File: config.mk
export PLATFORM = sky130hd
export DESIGN_NAME = button_press_duration_classifier
export DESIGN_NICKNAME = d
export VERILOG_FILES = /design/src/hw/rtl/bpdc_pkg.sv /design/src/hw/rtl/bpdc_div1000.sv /design/src/hw/rtl/bpdc_age_unit.sv /design/src/hw/rtl/button_press_duration_classifier.sv
export VERILOG_INCLUDE_DIRS = /design/src /design/src/hw/rtl
export SDC_FILE = /design/constraint.sdc
export NUM_CORES = 1
export LEC_CHECK = 0
export BUFFER_PORTS_ARGS = -buffer_cell sky130_fd_sc_hd__buf_4
export CORE_MARGIN = 2
export CORE_UTILIZATION = 52
export DETAILED_ROUTE_END_ITERATION = 6
export PLACE_DENSITY = 0.78
export SETUP_SLACK_MARGIN = 0.3
export SYNTH_ARGS = -nofsm -noshare
export SYNTH_HDL_FRONTEND = slang
export SYNTH_HIERARCHICAL = 1
export SYNTH_SLANG_ARGS = --single-unit
File: constraint.sdc
create_clock -name clk -period 11.03 [get_ports clk]
set_input_delay 1.6545 -clock clk [delete_from_list [all_inputs] [get_ports clk]]
set_output_delay 1.6545 -clock clk [all_outputs]
set_load 0.01 [all_outputs]
File: src/hw/rtl/button_press_duration_classifier_macros.svh
// ----------------------------------------------------------------------------
// Button press duration classifier: assertion macros
// Shorthands for the concurrent checks at the end of the classifier module.
// ----------------------------------------------------------------------------
`ifndef BUTTON_PRESS_DURATION_CLASSIFIER_MACROS_SVH
`define BUTTON_PRESS_DURATION_CLASSIFIER_MACROS_SVH

// Same-cycle implication, clocked on clk, off while rst is high.
`define BPDC_ASSERT_NOW(lbl, ante, cons, msg) \
  lbl: assert property (@(posedge clk) disable iff (rst) (ante) |-> (cons)) \
    else $error(msg);

// Next-cycle implication, clocked on clk, off while rst is high.
`define BPDC_ASSERT_NEXT(lbl, ante, cons, msg) \
  lbl: assert property (@(posedge clk) disable iff (rst) (ante) |=> (cons)) \
    else $error(msg);

`endif

File: src/hw/rtl/bpdc_pkg.sv
// ----------------------------------------------------------------------------
// bpdc_pkg
// Widths, codes and constants shared by the button classifier modules.
// ----------------------------------------------------------------------------
`default_nettype none

package bpdc_pkg;

  localparam int NUM_BUTTONS = 6;
  localparam int MAX_RESULTS = 6;

  localparam int FUNC_W = 2;
  localparam int BTN_W  = 3;
  localparam int US_W   = 32;
  localparam int TIME_W = 23;
  localparam int CFG_W  = 16;
  localparam int KIND_W = 2;
  localparam int CFG_IDX_W = 1;

  localparam int IDX_W = (NUM_BUTTONS > 1) ? $clog2(NUM_BUTTONS) : 1;
  localparam int CNT_W = $clog2(MAX_RESULTS + 1);

  // floor(x / 1000) == (x * RECIP_1000) >> RECIP_SHIFT for every 32-bit x
  localparam int RECIP_SHIFT = 41;
  localparam logic [US_W-1:0] RECIP_1000 = 32'd2199023256;

  // request kinds
  localparam logic [FUNC_W-1:0] FUNC_PRESS   = 2'd0;
  localparam logic [FUNC_W-1:0] FUNC_RELEASE = 2'd1;
  localparam logic [FUNC_W-1:0] FUNC_TICK    = 2'd2;

  // event kinds
  localparam logic [KIND_W-1:0] EV_PRESSED = 2'd0;
  localparam logic [KIND_W-1:0] EV_SHORT   = 2'd1;
  localparam logic [KIND_W-1:0] EV_LONG    = 2'd2;

  // configuration register indexes
  localparam logic [CFG_IDX_W-1:0] REG_MIN_PRESS  = 1'd0;
  localparam logic [CFG_IDX_W-1:0] REG_LONG_PRESS = 1'd1;

  localparam logic [CFG_W-1:0] MIN_PRESS_RST  = 16'd30;
  localparam logic [CFG_W-1:0] LONG_PRESS_RST = 16'd1000;

  // compare results of the shared age unit
  typedef struct packed {
    logic gt_min;
    logic lt_long;
    logic gt_long;
  } age_flags_t;

endpackage

`default_nettype wire

File: src/hw/rtl/bpdc_div1000.sv
// ----------------------------------------------------------------------------
// bpdc_div1000
// Microseconds to milliseconds by reciprocal multiply, product registered.
// ----------------------------------------------------------------------------
`default_nettype none

module bpdc_div1000 (
  input  wire logic                       clk,
  input  wire logic [bpdc_pkg::US_W-1:0]   tick_us,
  output logic      [bpdc_pkg::TIME_W-1:0] now_q
);
  import bpdc_pkg::*;

  logic [2*US_W-1:0] prod;

  // 32x32 multiply; the quotient always fits the top 23 bits
  always_ff @(posedge clk) begin
    prod <= {{US_W{1'b0}}, tick_us} * {{US_W{1'b0}}, RECIP_1000};
  end

  assign now_q = prod[RECIP_SHIFT +: TIME_W];

endmodule

`default_nettype wire

File: src/hw/rtl/bpdc_age_unit.sv
// ----------------------------------------------------------------------------
// bpdc_age_unit
// Shared press-age subtractor and limit comparators.
// ----------------------------------------------------------------------------
`default_nettype none

module bpdc_age_unit (
  input  wire logic [bpdc_pkg::TIME_W-1:0] now_ms,
  input  wire logic [bpdc_pkg::TIME_W-1:0] press_ms,
  input  wire logic [bpdc_pkg::CFG_W-1:0]  min_press_ms,
  input  wire logic [bpdc_pkg::CFG_W-1:0]  long_press_ms,
  output bpdc_pkg::age_flags_t             flags
);
  import bpdc_pkg::*;

  logic [TIME_W-1:0] age;
  logic [TIME_W-1:0] min_ext;
  logic [TIME_W-1:0] long_ext;

  // age wraps modulo 2^23
  assign age      = now_ms - press_ms;
  assign min_ext  = {{(TIME_W-CFG_W){1'b0}}, min_press_ms};
  assign long_ext = {{(TIME_W-CFG_W){1'b0}}, long_press_ms};

  assign flags.gt_min  = age > min_ext;
  assign flags.lt_long = age < long_ext;
  assign flags.gt_long = age > long_ext;

endmodule

`default_nettype wire

File: src/hw/rtl/button_press_duration_classifier.sv
// ----------------------------------------------------------------------------
// button_press_duration_classifier
// Classifies button presses as pressed / short release / long press events.
// ----------------------------------------------------------------------------
// Usage: one request at a time on the req channel (func 0 press, 1 release,
// 2 tick). A press or release is accepted and then decided in ST_EVAL. A tick
// latches the time on acceptance, runs the registered reciprocal multiply
// that turns microseconds into milliseconds (ST_MUL), captures the new
// millisecond count (ST_NOW), scans the buttons in turn through the single
// shared age/compare unit (ST_SCAN) and releases any held-back final event
// (ST_FLUSH). Work pauses while the event channel holds stall and a new event
// waits for the output register. A tick emits its long-press events in
// ascending button order; the final event of any request carries last = 1.
// req_stall is high for the whole time a request is being worked on.
// Configuration writes are meant for idle time.
// ----------------------------------------------------------------------------
`default_nettype none

module button_press_duration_classifier (
  input  wire logic                          clk,
  input  wire logic                          rst,
  // configuration
  input  wire logic                          cfg_wr_en,
  input  wire logic [bpdc_pkg::CFG_IDX_W-1:0] cfg_addr,
  input  wire logic [bpdc_pkg::CFG_W-1:0]     cfg_wdata,
  // request channel
  input  wire logic                          req_valid,
  output logic                               req_stall,
  input  wire logic [bpdc_pkg::FUNC_W-1:0]    func,
  input  wire logic [bpdc_pkg::BTN_W-1:0]     button,
  input  wire logic [bpdc_pkg::US_W-1:0]      time_us,
  // event channel
  output logic                               evt_valid,
  input  wire logic                          evt_stall,
  output logic      [bpdc_pkg::KIND_W-1:0]    event_kind,
  output logic      [bpdc_pkg::BTN_W-1:0]     event_button,
  output logic                               last
);
  import bpdc_pkg::*;

  `include "button_press_duration_classifier_macros.svh"

  // sequencer states
  localparam logic [2:0] ST_IDLE  = 3'd0;
  localparam logic [2:0] ST_EVAL  = 3'd1;  // press / release decision
  localparam logic [2:0] ST_MUL   = 3'd2;  // reciprocal multiply in flight
  localparam logic [2:0] ST_NOW   = 3'd3;  // capture new millisecond count
  localparam logic [2:0] ST_SCAN  = 3'd4;  // one button per cycle unless a found event waits for output
  localparam logic [2:0] ST_FLUSH = 3'd5;  // release held-back last event

  localparam logic [IDX_W-1:0] LAST_IDX  = IDX_W'(NUM_BUTTONS - 1);
  localparam logic [CNT_W-1:0] MAX_CNT   = CNT_W'(MAX_RESULTS);
  localparam logic [BTN_W+1:0] NUM_BTN_L = (BTN_W+2)'(NUM_BUTTONS);

  // control state
  logic [2:0]             state, state_next;
  logic [IDX_W-1:0]       idx, idx_next;
  logic                   is_release;
  logic [NUM_BUTTONS-1:0] held;
  logic                   have_pend;
  logic [CNT_W-1:0]       ev_count;
  logic [CFG_W-1:0]       min_press_ms, long_press_ms;

  // payload
  logic [US_W-1:0]        tick_us;
  logic [TIME_W-1:0]      now_ms;
  logic [TIME_W-1:0]      press_time [NUM_BUTTONS];
  logic [BTN_W-1:0]       pend_btn;

  logic [TIME_W-1:0]      now_q;
  age_flags_t             flags;

  logic                   req_fire, btn_ok;
  logic                   out_free, out_load, out_last_next;
  logic [KIND_W-1:0]      out_kind_next;
  logic [BTN_W-1:0]       out_btn_next, cur_btn;
  logic                   set_held, clr_held, pend_set, pend_clr, cnt_inc;

  assign req_stall = (state != ST_IDLE);
  assign req_fire  = req_valid && !req_stall;
  assign btn_ok    = (button != '0) && ({2'b00, button} <= NUM_BTN_L);
  assign cur_btn   = BTN_W'(idx) + BTN_W'(1);

  // output slot can take a new event this cycle
  assign out_free = !evt_valid || !evt_stall;

  bpdc_div1000 u_div (
    .clk     (clk),
    .tick_us (tick_us),
    .now_q   (now_q)
  );

  bpdc_age_unit u_age (
    .now_ms        (now_ms),
    .press_ms      (press_time[idx]),
    .min_press_ms  (min_press_ms),
    .long_press_ms (long_press_ms),
    .flags         (flags)
  );

  always_comb begin
    state_next    = state;
    idx_next      = idx;
    out_load      = 1'b0;
    out_kind_next = EV_LONG;
    out_btn_next  = pend_btn;
    out_last_next = 1'b1;
    set_held      = 1'b0;
    clr_held      = 1'b0;
    pend_set      = 1'b0;
    pend_clr      = 1'b0;
    cnt_inc       = 1'b0;
    unique case (state)
      ST_IDLE: begin
        if (req_fire) begin
          if (func == FUNC_TICK) begin
            state_next = ST_MUL;
          end else if ((func == FUNC_PRESS || func == FUNC_RELEASE) && btn_ok) begin
            state_next = ST_EVAL;
            idx_next   = IDX_W'(button - BTN_W'(1));
          end
        end
      end
      ST_EVAL: begin
        out_btn_next = cur_btn;
        if (!is_release) begin
          if (held[idx]) begin
            state_next = ST_IDLE;
          end else if (out_free) begin
            out_load      = 1'b1;
            out_kind_next = EV_PRESSED;
            set_held      = 1'b1;
            state_next    = ST_IDLE;
          end
        end else begin
          if (!held[idx] || !flags.gt_min) begin
            state_next = ST_IDLE;
          end else if (!flags.lt_long) begin
            clr_held   = 1'b1;  // long hold released: silent clear
            state_next = ST_IDLE;
          end else if (out_free) begin
            out_load      = 1'b1;
            out_kind_next = EV_SHORT;
            clr_held      = 1'b1;
            state_next    = ST_IDLE;
          end
        end
      end
      ST_MUL: begin
        state_next = ST_NOW;
      end
      ST_NOW: begin
        state_next = ST_SCAN;
        idx_next   = '0;
      end
      ST_SCAN: begin
        if (held[idx] && flags.gt_long) begin
          // events are held back one step so the final one can carry last
          if (!have_pend || out_free) begin
            out_load      = have_pend;
            out_last_next = 1'b0;
            pend_set      = 1'b1;
            clr_held      = 1'b1;
            cnt_inc       = 1'b1;
            if (idx == LAST_IDX || ev_count + CNT_W'(1) == MAX_CNT) begin
              state_next = ST_FLUSH;
            end else begin
              idx_next = idx + IDX_W'(1);
            end
          end
        end else if (idx == LAST_IDX) begin
          state_next = ST_FLUSH;
        end else begin
          idx_next = idx + IDX_W'(1);
        end
      end
      ST_FLUSH: begin
        if (!have_pend) begin
          state_next = ST_IDLE;
        end else if (out_free) begin
          out_load   = 1'b1;
          pend_clr   = 1'b1;
          state_next = ST_IDLE;
        end
      end
      default: begin
        state_next = ST_IDLE;
      end
    endcase
  end

  always_ff @(posedge clk) begin
    if (rst) begin
      state         <= ST_IDLE;
      idx           <= '0;
      held          <= '0;
      have_pend     <= 1'b0;
      ev_count      <= '0;
      evt_valid     <= 1'b0;
      min_press_ms  <= MIN_PRESS_RST;
      long_press_ms <= LONG_PRESS_RST;
      now_ms        <= '0;
    end else begin
      state <= state_next;
      idx   <= idx_next;
      if (set_held) begin
        held[idx] <= 1'b1;
      end else if (clr_held) begin
        held[idx] <= 1'b0;
      end
      if (pend_set) begin
        have_pend <= 1'b1;
      end else if (pend_clr) begin
        have_pend <= 1'b0;
      end
      if (state == ST_NOW) begin
        ev_count <= '0;
        now_ms   <= now_q;
      end else if (cnt_inc) begin
        ev_count <= ev_count + CNT_W'(1);
      end
      if (out_load) begin
        evt_valid <= 1'b1;
      end else if (!evt_stall) begin
        evt_valid <= 1'b0;
      end
      if (cfg_wr_en) begin
        unique case (cfg_addr)
          REG_MIN_PRESS:  min_press_ms  <= cfg_wdata;
          REG_LONG_PRESS: long_press_ms <= cfg_wdata;
          default: ;
        endcase
      end
    end
  end

  // payload registers
  always_ff @(posedge clk) begin
    if (req_fire) begin
      tick_us    <= time_us;
      is_release <= (func == FUNC_RELEASE);
    end
    if (set_held) begin
      press_time[idx] <= now_ms;
    end
    if (pend_set) begin
      pend_btn <= cur_btn;
    end
    if (out_load) begin
      event_kind   <= out_kind_next;
      event_button <= out_btn_next;
      last         <= out_last_next;
    end
  end

  `BPDC_ASSERT_NOW(a_pend_in_tick, have_pend, (state == ST_SCAN || state == ST_FLUSH), "pending event outside a tick")
  `BPDC_ASSERT_NOW(a_count_cap, 1'b1, (ev_count <= MAX_CNT), "tick event count above limit")
  `BPDC_ASSERT_NOW(a_nonlast_in_scan, (out_load && !out_last_next), (state == ST_SCAN && have_pend), "non-final event outside scan")
  `BPDC_ASSERT_NEXT(a_scan_start, (state == ST_NOW), (state == ST_SCAN && idx == '0 && !have_pend), "scan did not start at button one")

endmodule

`default_nettype wire

# Word-level counts from Yosys, hierarchy flattened
# Memories as Yosys holds them, arrays and structs flattened. A register that Yosys moved wholly into a read port is not among the register bits.
# Cells that the tools add are included.
[totals]
ramBits = 138
output_inout_bits = 8
memories = 1
elab_cells = 143
input_bits = 59
regBits = 175
[classes]
mul = 1
magnitude_cmp = 6
eq_ne = 19
n_addsub = 4
reduce_logical = 29
n_bitwise = 4
n_mux = 63
[mem_list]
columns = ["memory", "depth", "word_bits", "read_ports", "rd_clocked_by_memory_dff", "wr", "line", "source"]
rows = [
  ["press_time", 6, 23, 1, 1, 1, "button_press_duration_classifier.sv:67", "logic [TIME_W-1:0] press_time [NUM_BUTTONS];"],
]
[op_table]
columns = ["cell", "n"]
rows = [
  ["two-way mux 3 bit", 23],
  ["multiplier 32 x 29 -> 61 bit (second input constant)", 1],
  ["greater-than comparator 23 x 16 -> 1 bit", 2],
  ["two-way mux 1 bit", 26],
  ["< comparator 23 x 16 -> 1 bit", 1],
  ["subtractor 23 bit", 1],
  ["inequality test 3 bit (second input constant)", 6],
  ["one-hot mux 3 bit (6 select lines)", 1],
  ["== test 3 bit (second input constant)", 4],
  ["two-way mux 2 bit", 6],
  ["two-way mux 6 bit", 2],
  ["one-hot mux 3 bit (3 select lines)", 1],
  ["nonzero test 3 bit", 3],
  ["AND reduction 7 bit", 1],
  ["adder 3 x 1 -> 3 bit (second input constant)", 2],
  ["AND 6 bit", 1],
  ["== test 3 x 2 -> 1 bit (second input constant)", 2],
  ["logical NOT 1 bit", 6],
  ["inequality test 2 bit (second input constant)", 3],
  ["inverter 6 bit", 1],
  ["OR 6 bit", 1],
  ["AND reduction 2 bit", 3],
  ["logical AND 1 bit", 5],
  ["logical OR 1 bit", 5],
  ["18 further kinds", 19],
]

# Longest topological paths before layout
# Gate-level depths: netlist of the first run.
[logic_depth]
word_depth = 9
ltp_mapped = 29
depth_no_buf = 26

# Cells and area by module
# Netlist of the first run, hierarchy kept.
[modules_own_cells]
columns = ["mod", "seq_area_each_um2", "cells_per_inst", "instances", "area_each_um2"]
rows = [
  ["bpdc_div1000", 460.4, 1577, 1, 15361.0],
  ["button_press_duration_classifier", 6906.6, 707, 1, 9745.6],
  ["bpdc_age_unit", 0.0, 312, 1, 2167.1],
]

# Worst setup path before layout of the first run
# Ideal clock, no wire load.
[synth_path]
kind = "register -> register"
from = "register tick_us[4]"
to = "register u_div.prod[62]"
path_slack_ns = 4.334
setup_ns = 0.122
arrival_time_ns = 6.574
path_buffers = 0
path_stages_with_launch = 24
t_required_ns = 10.908
period_less_slack_ns = 6.696
cell_sequence = "edfxtp_1 > ha_1 > fa_1 > fa_1 > inv_1 > fa_1 > inv_1 > fa_1 > inv_1 > fa_1 > inv_1 > fa_1 > inv_1 > fa_1 > inv_1 > ha_1 > o21ai_0 > o22ai_1 > nor4bb_1 > a21oi_2 > o311ai_2 > and4b_4 > nor2_1 > o311a_1"
[synth_via]
elab_chain_cells = 1
[synth_lines]
columns = ["element", "line", "source"]
rows = [
  ["start: declaration", "button_press_duration_classifier.sv:65", "logic [US_W-1:0] tick_us;"],
  ["start signal: assignment", "button_press_duration_classifier.sv:240", "tick_us <= time_us;"],
  ["multiplier 32 x 29 -> 61 bit", "bpdc_div1000.sv:18", "prod <= {{US_W{1'b0}}, tick_us} * {{US_W{1'b0}}, RECIP_1000};"],
  ["end signal: assignment", "bpdc_div1000.sv:18", ""],
  ["end: declaration", "bpdc_div1000.sv:14", "logic [2*US_W-1:0] prod;"],
]
# Every way passes these cells.
# A chain may end at the register's enable or synchronous reset.

# Final worst setup path of the first run
[layout_path]
from = "register tick_us[6]"
to = "register u_div.prod[60]"
# Same word-level chain as after synthesis.

==> impl_results.md, run 1 <==
- First-pass GRT wire length: 104000 um
- CP Launch Type: flop
- Req. time, crit path: 11.52 ns
- Complex-gate fraction of the synthesized area: 9.11%
- Slew headroom: 26.4%
- Cell variety after synth: 94
- Fin Hold WS: 0.431 ns
- Placed Instance Area: 28500 sq um
- Main area contributors after synthesis: fa_1 (22%), ha_1 (21%), edfxtp_1 (20%)
- CP Max Fanout: 10
- Post-Synth XOR/XNOR Area: 1.25%
- CTS buffer count: 31
- Number of global-route vias before repair: 19926
- Multi-input combinational cell area: 17500 sq um
- Crit end category: flop
- # H-tree levels: 1
- DRC Markers: 1
- Setup TNS: 0 ns
- Area leader, netlist: fa_1
- Commonest non-fill, non-tap cell in the layout: inv_1
- Slew @ Worst Pin: 1.10 ns
- Met1 Track Usage GR: 31.8%
- Post-CTS sizing: 0
- DR vias: 18592
- HPWL after detailed placement: 51800 um
- Met3 Use GR: 3.17%
- Hold crit path type: flop to flop
- Top FF cell, synth: edfxtp_1
- Syn nets: 3403
- Commonest cells after routing, fill and taps aside: inv_1 (595), ha_1 (449), fa_1 (299)
- Post-synthesis simple-gate area fraction: 8.13%
- Post-Route WL: 64800 um
- Initial detailed-routing violation count: 1127
- Post-synthesis cell count: 2596
- Fin crit period: 7.57 ns
- Fraction of layout cells with a size suffix above 1: 7.24%
- I/O Buffers: 66
- Hold Vio Cnt, Final: 0
- Async S/R FF share, synth: 0%
- Net count, final: 3463
- ANT nets after route: 0
- Hold Buf Count CTS: 0
- Maximum number of pins on one net before global-route repair: 73
- Synth Area in Adders: 42.5%
- Run status: finished, violations left
- Vias per cell: 5.53
- Die height: 233 um
- Die ar.: 54300 sq um
- Clk buf depth: 3
- Global route overflow: 0
- Main combinational cell family by area after synthesis: adder cells
- CP arrival: 8.06 ns
- Wire per inst: 19.3 um
- Fillers: 4286
- TritonCTS clock tree: done
- Post-synthesis register bit count: 278
- Yosys top cell area share: 21.9%
- Initial antenna violation count: 0
- Setup violations, final: 0
- Initial Util: 52.8%
- Kind of critical path: flop to flop
- Post-CTS setup buffer count: 0
- Synth warn: 6
- Clock Latency Late Sink: 0.61 ns
- Boundary Pins: 67
- Design area: 29500 sq um
- Clk sinks: 278
- Post-synthesis mux area share: 3.03%
- Syn_area_per_cell: 10.5 sq um
- Fmax: 132 MHz
- Unrepaired setup endpoints after global routing: no
- FP Rows: 83
- DR pass1 iterations: 7
- Failing checks: DRC
- Root Buffer: clkbuf_16
- Register Area: 7370 sq um
- M2 GR Usage: 42.4%
- Post-Syn Area: 27300 sq um
- Core Area: 51600 sq um
- Post-synth EDFFs: 180
- Final Max Slew Viols: 0
- Area Growth Syn to Fin: 8.25%
- All-Layer GR Usage: 24.5%
- Die Wd: 233 um
- Sequential share of the synthesized area: 27.0%
- GR peak layer: met2
- Ant diodes: 0
- Clock Skew: 0.0126 ns
- Final period util: 68.6%
- Max cap viols: 0
- Routability congestion estimate from global placement: 0.993
- Worst-path clk slew: 0.06 ns
## path summary, 6_finish.rpt
| path | start | end | slack, ns | depth (start not counted) |
|---|---|---|---|---|
| max | tick_us[6] | u_div/prod[60] | 3.46 | 23 |
| max reg2reg | tick_us[6] | u_div/prod[60] | 3.46 | 23 |
| min reg2reg | u_div/prod[43] | now_ms[2] | 0.43 | 2 |
| min | u_div/prod[43] | now_ms[2] | 0.43 | 2 |
## cells in the mapped netlist (27+ instances only)
cell and number:
inv_1 595, ha_1 449, fa_1 299, nand2_1 186
edfxtp_1 180, a21oi_1 151, dfxtp_1 98, nor2_1 89
o21ai_0 52, a21o_1 47, clkbuf_1 35, nand3_1 29
nor3_1 29, xnor2_1 27
## cell families (layout without fill, tap and decap cells)
logic type	count (synthesis)	after routing
flip-flops	278	278
multiplexers	52	52
AND/OR/NAND/NOR	452	452
XOR/XNOR	39	39
buffers and inverters	644	729
adder cells (fa/ha/maj)	748	748
AO/OA/AOI/OAI	383	383
## worst max-delay path, cell delays in order, from the launching register on
cell and delay (ns):
edfxtp_1 0.70, ha_1 0.36, fa_1 0.46, fa_1 0.56, inv_1 0.05, fa_1 0.49, inv_1 0.05, fa_1 0.49
inv_1 0.05, fa_1 0.47, inv_1 0.05, fa_1 0.52, inv_1 0.05, fa_1 0.50, inv_1 0.04, ha_1 0.35
o21ai_0 0.25, o22ai_1 0.14, nor4bb_1 0.49, a21oi_2 0.17, o311ai_2 0.45, and4b_4 0.31, nor2_1 0.07, o311ai_0 0.36
## stage by stage
stage / worst slack, ns / instances / utilization [%]
4_1_cts: 3.53 / 3361 / 57.2
6_report: 3.46 / 3361 / 57.2
5_1_grt: 3.17 / 3361 / 57.2
3_5_place_dp: 3.53 / 3303 / 55.3
3_3_place_gp: 3.60 / 3303 / 55.3
2_1_floorplan: 4.33 / 2596 / -
## registers in the layout, summed over array words and instances (netlist names), named ones only
| signal | count |
|---|---|
| ev_count | 3 |
| event_button | 3 |
| event_kind | 2 |
| evt_valid | 1 |
| have_pend | 1 |
| idx | 3 |
| is_release | 1 |
| last | 1 |
| long_press_ms | 16 |
| min_press_ms | 16 |
| now_ms | 23 |
| pend_btn | 3 |
| press_time | 138 |
| state | 3 |
| tick_us | 32 |
| u_div/prod | 23 |
## metal layers
layer	vias to the layer above	wire, um
li1	8783	-
met4	0	2290
met3	131	2920
met2	509	31300
met5	-	0
met1	9169	28200
## final cells by class
type | instances | share of cell area (%)
Clock buffer | 46 | 3.00
Clock inverter | 12 | 0.369
Inverter | 595 | 7.56
Multi-Input combinational cell | 1674 | 59.3
Sequential cell | 278 | 25.0
Tap cell | 680 | 2.88
Timing Repair Buffer | 76 | 1.93
Power of run 1 is not shown: default switching activity piles up to over one toggle a cycle in this logic, so the estimate is an artifact.
==> run 2, diff against run 1 <==
- clock period: 11.03 -> 7.4 ns (I/O delays scaled with it)
==> impl_results.md, run 2 (synthesized netlist as in run 1, its figures left out) <==
- Hold Vio Cnt, Final: 0 (unchanged)
- Die Wd: 233 um (unchanged)
- Non-Filler Instances: 3446 (was 3361)
- Die ar.: 54300 sq um (unchanged)
- Fmax: 144 MHz (was 132 MHz)
- FP Rows: 83 (unchanged)
- TritonCTS clock tree: done (unchanged)
- Boundary Pins: 67 (unchanged)
- Hold crit path type: flop to flop (unchanged)
- Maximum number of pins on one net before global-route repair: 73 (unchanged)
- DR vias: 19185 (was 18592)
- Kind of critical path: flop to flop (unchanged)
- CTS buffer count: 29 (was 31)
- CP Launch Type: flop (unchanged)
- Most flop-heavy register: press_time (unchanged)
- Placed Instances: 3331 (was 3303)
- Area Growth Syn to Fin: 11.8% (was 8.25%)
- Crit path buf inv count: 5 (was 6)
- Worst setup path end: u_div/prod[61] (was u_div/prod[60])
- CP Max Fanout: 5 (was 10)
- Hold Buf Count CTS: 0 (unchanged)
- Largest registers: press_time (138), tick_us (32) (unchanged)
- Slew @ Worst Pin: 1.10 ns (about the same)
- Clock Latency Late Sink: 0.59 ns (was 0.61 ns)
- Wire per inst: 19.5 um (was 19.3 um)
- Die height: 233 um (unchanged)
- Net count, final: 3551 (was 3463)
- ANT nets after route: 0 (unchanged)
- Most used cell, CP: fa_1 (unchanged)
- Req. time, crit path: 7.88 ns (was 11.52 ns)
- DR pass1 iterations: 6 (was 7)
- Worst Setup SP: tick_us[20] (was tick_us[6])
- Routability congestion estimate from global placement: 0.967 (was 0.993)
- Fin crit period: 6.93 ns (was 7.57 ns)
- Initial antenna violation count: 0 (unchanged)
- Setup TNS: 0 ns (unchanged)
- Ant diodes: 0 (unchanged)
- Post-Route WL: 67300 um (was 64800 um)
- CP Cell Sequence: buf_4 -> ha_1 -> fa_1 -> fa_1 -> inv_1 -> fa_1 -> inv_1 -> fa_1 -> fa_1 -> fa_1 -> inv_1 -> fa_1 -> inv_1 -> ha_1 -> nand3_2 -> or4_4 -> a211o_1 -> o22ai_2 -> o21ai_2 -> o21ai_1 -> a21oi_1 -> xnor2_1 (was ha_1 -> fa_1 -> fa_1 -> inv_1 -> fa_1 -> inv_1 -> fa_1 -> inv_1 -> fa_1 -> inv_1 -> fa_1 -> inv_1 -> fa_1 -> inv_1 -> ha_1 -> o21ai_0 -> o22ai_1 -> nor4bb_1 -> a21oi_2 -> o311ai_2 -> and4b_4 -> nor2_1 -> o311ai_0)
- Global route overflow: 0 (unchanged)
- Multi-input combinational cell area: 17800 sq um (was 17500 sq um)
- Crit end category: flop (unchanged)
- I/O Buffers: 66 (unchanged)
- Fraction of layout cells with a size suffix above 1: 11.7% (was 7.24%)
- Reg-to-reg startpoint: tick_us[20] (was tick_us[6])
- Worst-path clk slew: 0.06 ns (about the same)
- Vias per cell: 5.57 (was 5.53)
- Slew headroom: 26.5% (was 26.4%)
- Clk sinks: 278 (unchanged)
- All-Layer GR Usage: 25.3% (was 24.5%)
- Reg2reg setup slack: 0.47 ns (was 3.46 ns)
- R2r endpoint: u_div/prod[61] (was u_div/prod[60])
- Critical Path Stages: 22 (was 23)
- Max reg flops: 138 (unchanged)
- Number of global-route vias before repair: 20510 (was 19926)
- CP arrival: 7.41 ns (was 8.06 ns)
- Final core utilization: 59.1% (was 57.2%)
- Fin Hold WS: 0.434 ns (was 0.431 ns)
- Initial detailed-routing violation count: 1174 (was 1127)
- Clock Skew: 0.0126 ns (about the same)
- First-pass GRT wire length: 107000 um (was 104000 um)
- Fillers: 4141 (was 4286)
- Core Area: 51600 sq um (unchanged)
- Clk buf depth: 3 (unchanged)
- CP peak stage delay: 0.58 ns (was 0.70 ns)
- Setup violations, final: 0 (unchanged)
- # H-tree levels: 1 (unchanged)
- Worst reg2reg path depth: 22 (was 23)
- Run status: finished clean (was finished, violations left)
- Unrepaired setup endpoints after global routing: yes (was no)
- Initial Util: 52.8% (unchanged)
- HPWL after detailed placement: 53500 um (was 51800 um)
- Critical-path top delay cell: or4_4 (was edfxtp_1)
- Critical path's top delay family: adder cells (unchanged)
- DRC Markers: 0 (was 1)
- Register Area: 7370 sq um (unchanged)
- Commonest non-fill, non-tap cell in the layout: inv_1 (unchanged)
- Final Max Slew Viols: 0 (unchanged)
- Commonest cells after routing, fill and taps aside: inv_1 (595), ha_1 (429), fa_1 (296) (was inv_1 (595), ha_1 (449), fa_1 (299))
- Final period util: 93.6% (was 68.6%)
- Root Buffer: clkbuf_16 (unchanged)
- Max cap viols: 0 (unchanged)
[run 2: changes by cell type in the layout (fill, tap and decap cells not counted), moves of 4 or more]
cell       delta
clkbuf_1      -4
bufinv_16     +4
ha_2          +7
buf_4        +88
ha_1         -20
ha_4         +13
[run 2: final cells by class]
class | instances | area share (%)
clock buffers | 35 | 2.52
clock inverters | 18 | 0.751
inverters | 595 | 7.32
multi-input cells | 1674 | 58.3
flip-flops and latches | 278 | 24.2
well taps | 680 | 2.79
repair buffers | 166 | 4.14
[run 2: what timing repair did]
| item | CTS | global route |
|---|---|---|
| pin swaps | 0 | 7 |
| endpoints found under the hold margin | 0 | 0 |
| gates resized for setup | 0 | 50 |
| buffers inserted | 19 | 43 |
| endpoints found under the setup margin | 5 | 17 |
| gates cloned | 0 | 0 |
[run 2: metrics by stage]
| stage | worst slack (ns) | area (sq um) |
|---|---|---|
| after floorplan | 0.704 | 27300 |
| after global placement | 0.302 | 28800 |
| after detailed placement | 0.144 | 28800 |
| after CTS | 0.331 | 29900 |
| after global routing | 0.254 | 30500 |
| final | 0.475 | 30500 |
[run 2: routing by layer]
layer,up-vias,wire length [um],track usage (%)
li1,8974,-,-
met1,9444,28300,32.3
met2,613,32600,43.6
met3,154,3350,3.32
met4,0,3000,10.4
met5,-,0,0
[run 2: how the worst min path moves through the flow]
stage | startpoint | endpoint | slack, ns | cells after the start
after floorplan | u_div/prod[41] | now_ms[0] | 0.42 | 2
after global placement | u_div/prod[45] | now_ms[4] | 0.42 | 2
after detailed placement | u_div/prod[45] | now_ms[4] | 0.43 | 2
after CTS | u_div/prod[45] | now_ms[4] | 0.44 | 2
after global routing | u_div/prod[54] | now_ms[13] | 0.46 | 2
final | u_div/prod[44] | now_ms[3] | 0.43 | 2
[run 2: worst register-to-register path, delay by kind of cell, from the launching register on]
family / cells / cell delay [ns]
and+or+nand+nor: 2 / 0.73
buffers and inverters: 5 / 0.41
AOI/OAI and AO/OA: 5 / 1.03
adders and majority gates: 9 / 4.05
DFF: 1 / 0.48
xor gates and xnor gates: 1 / 0.14
Power of run 2 is left out for the same reason.
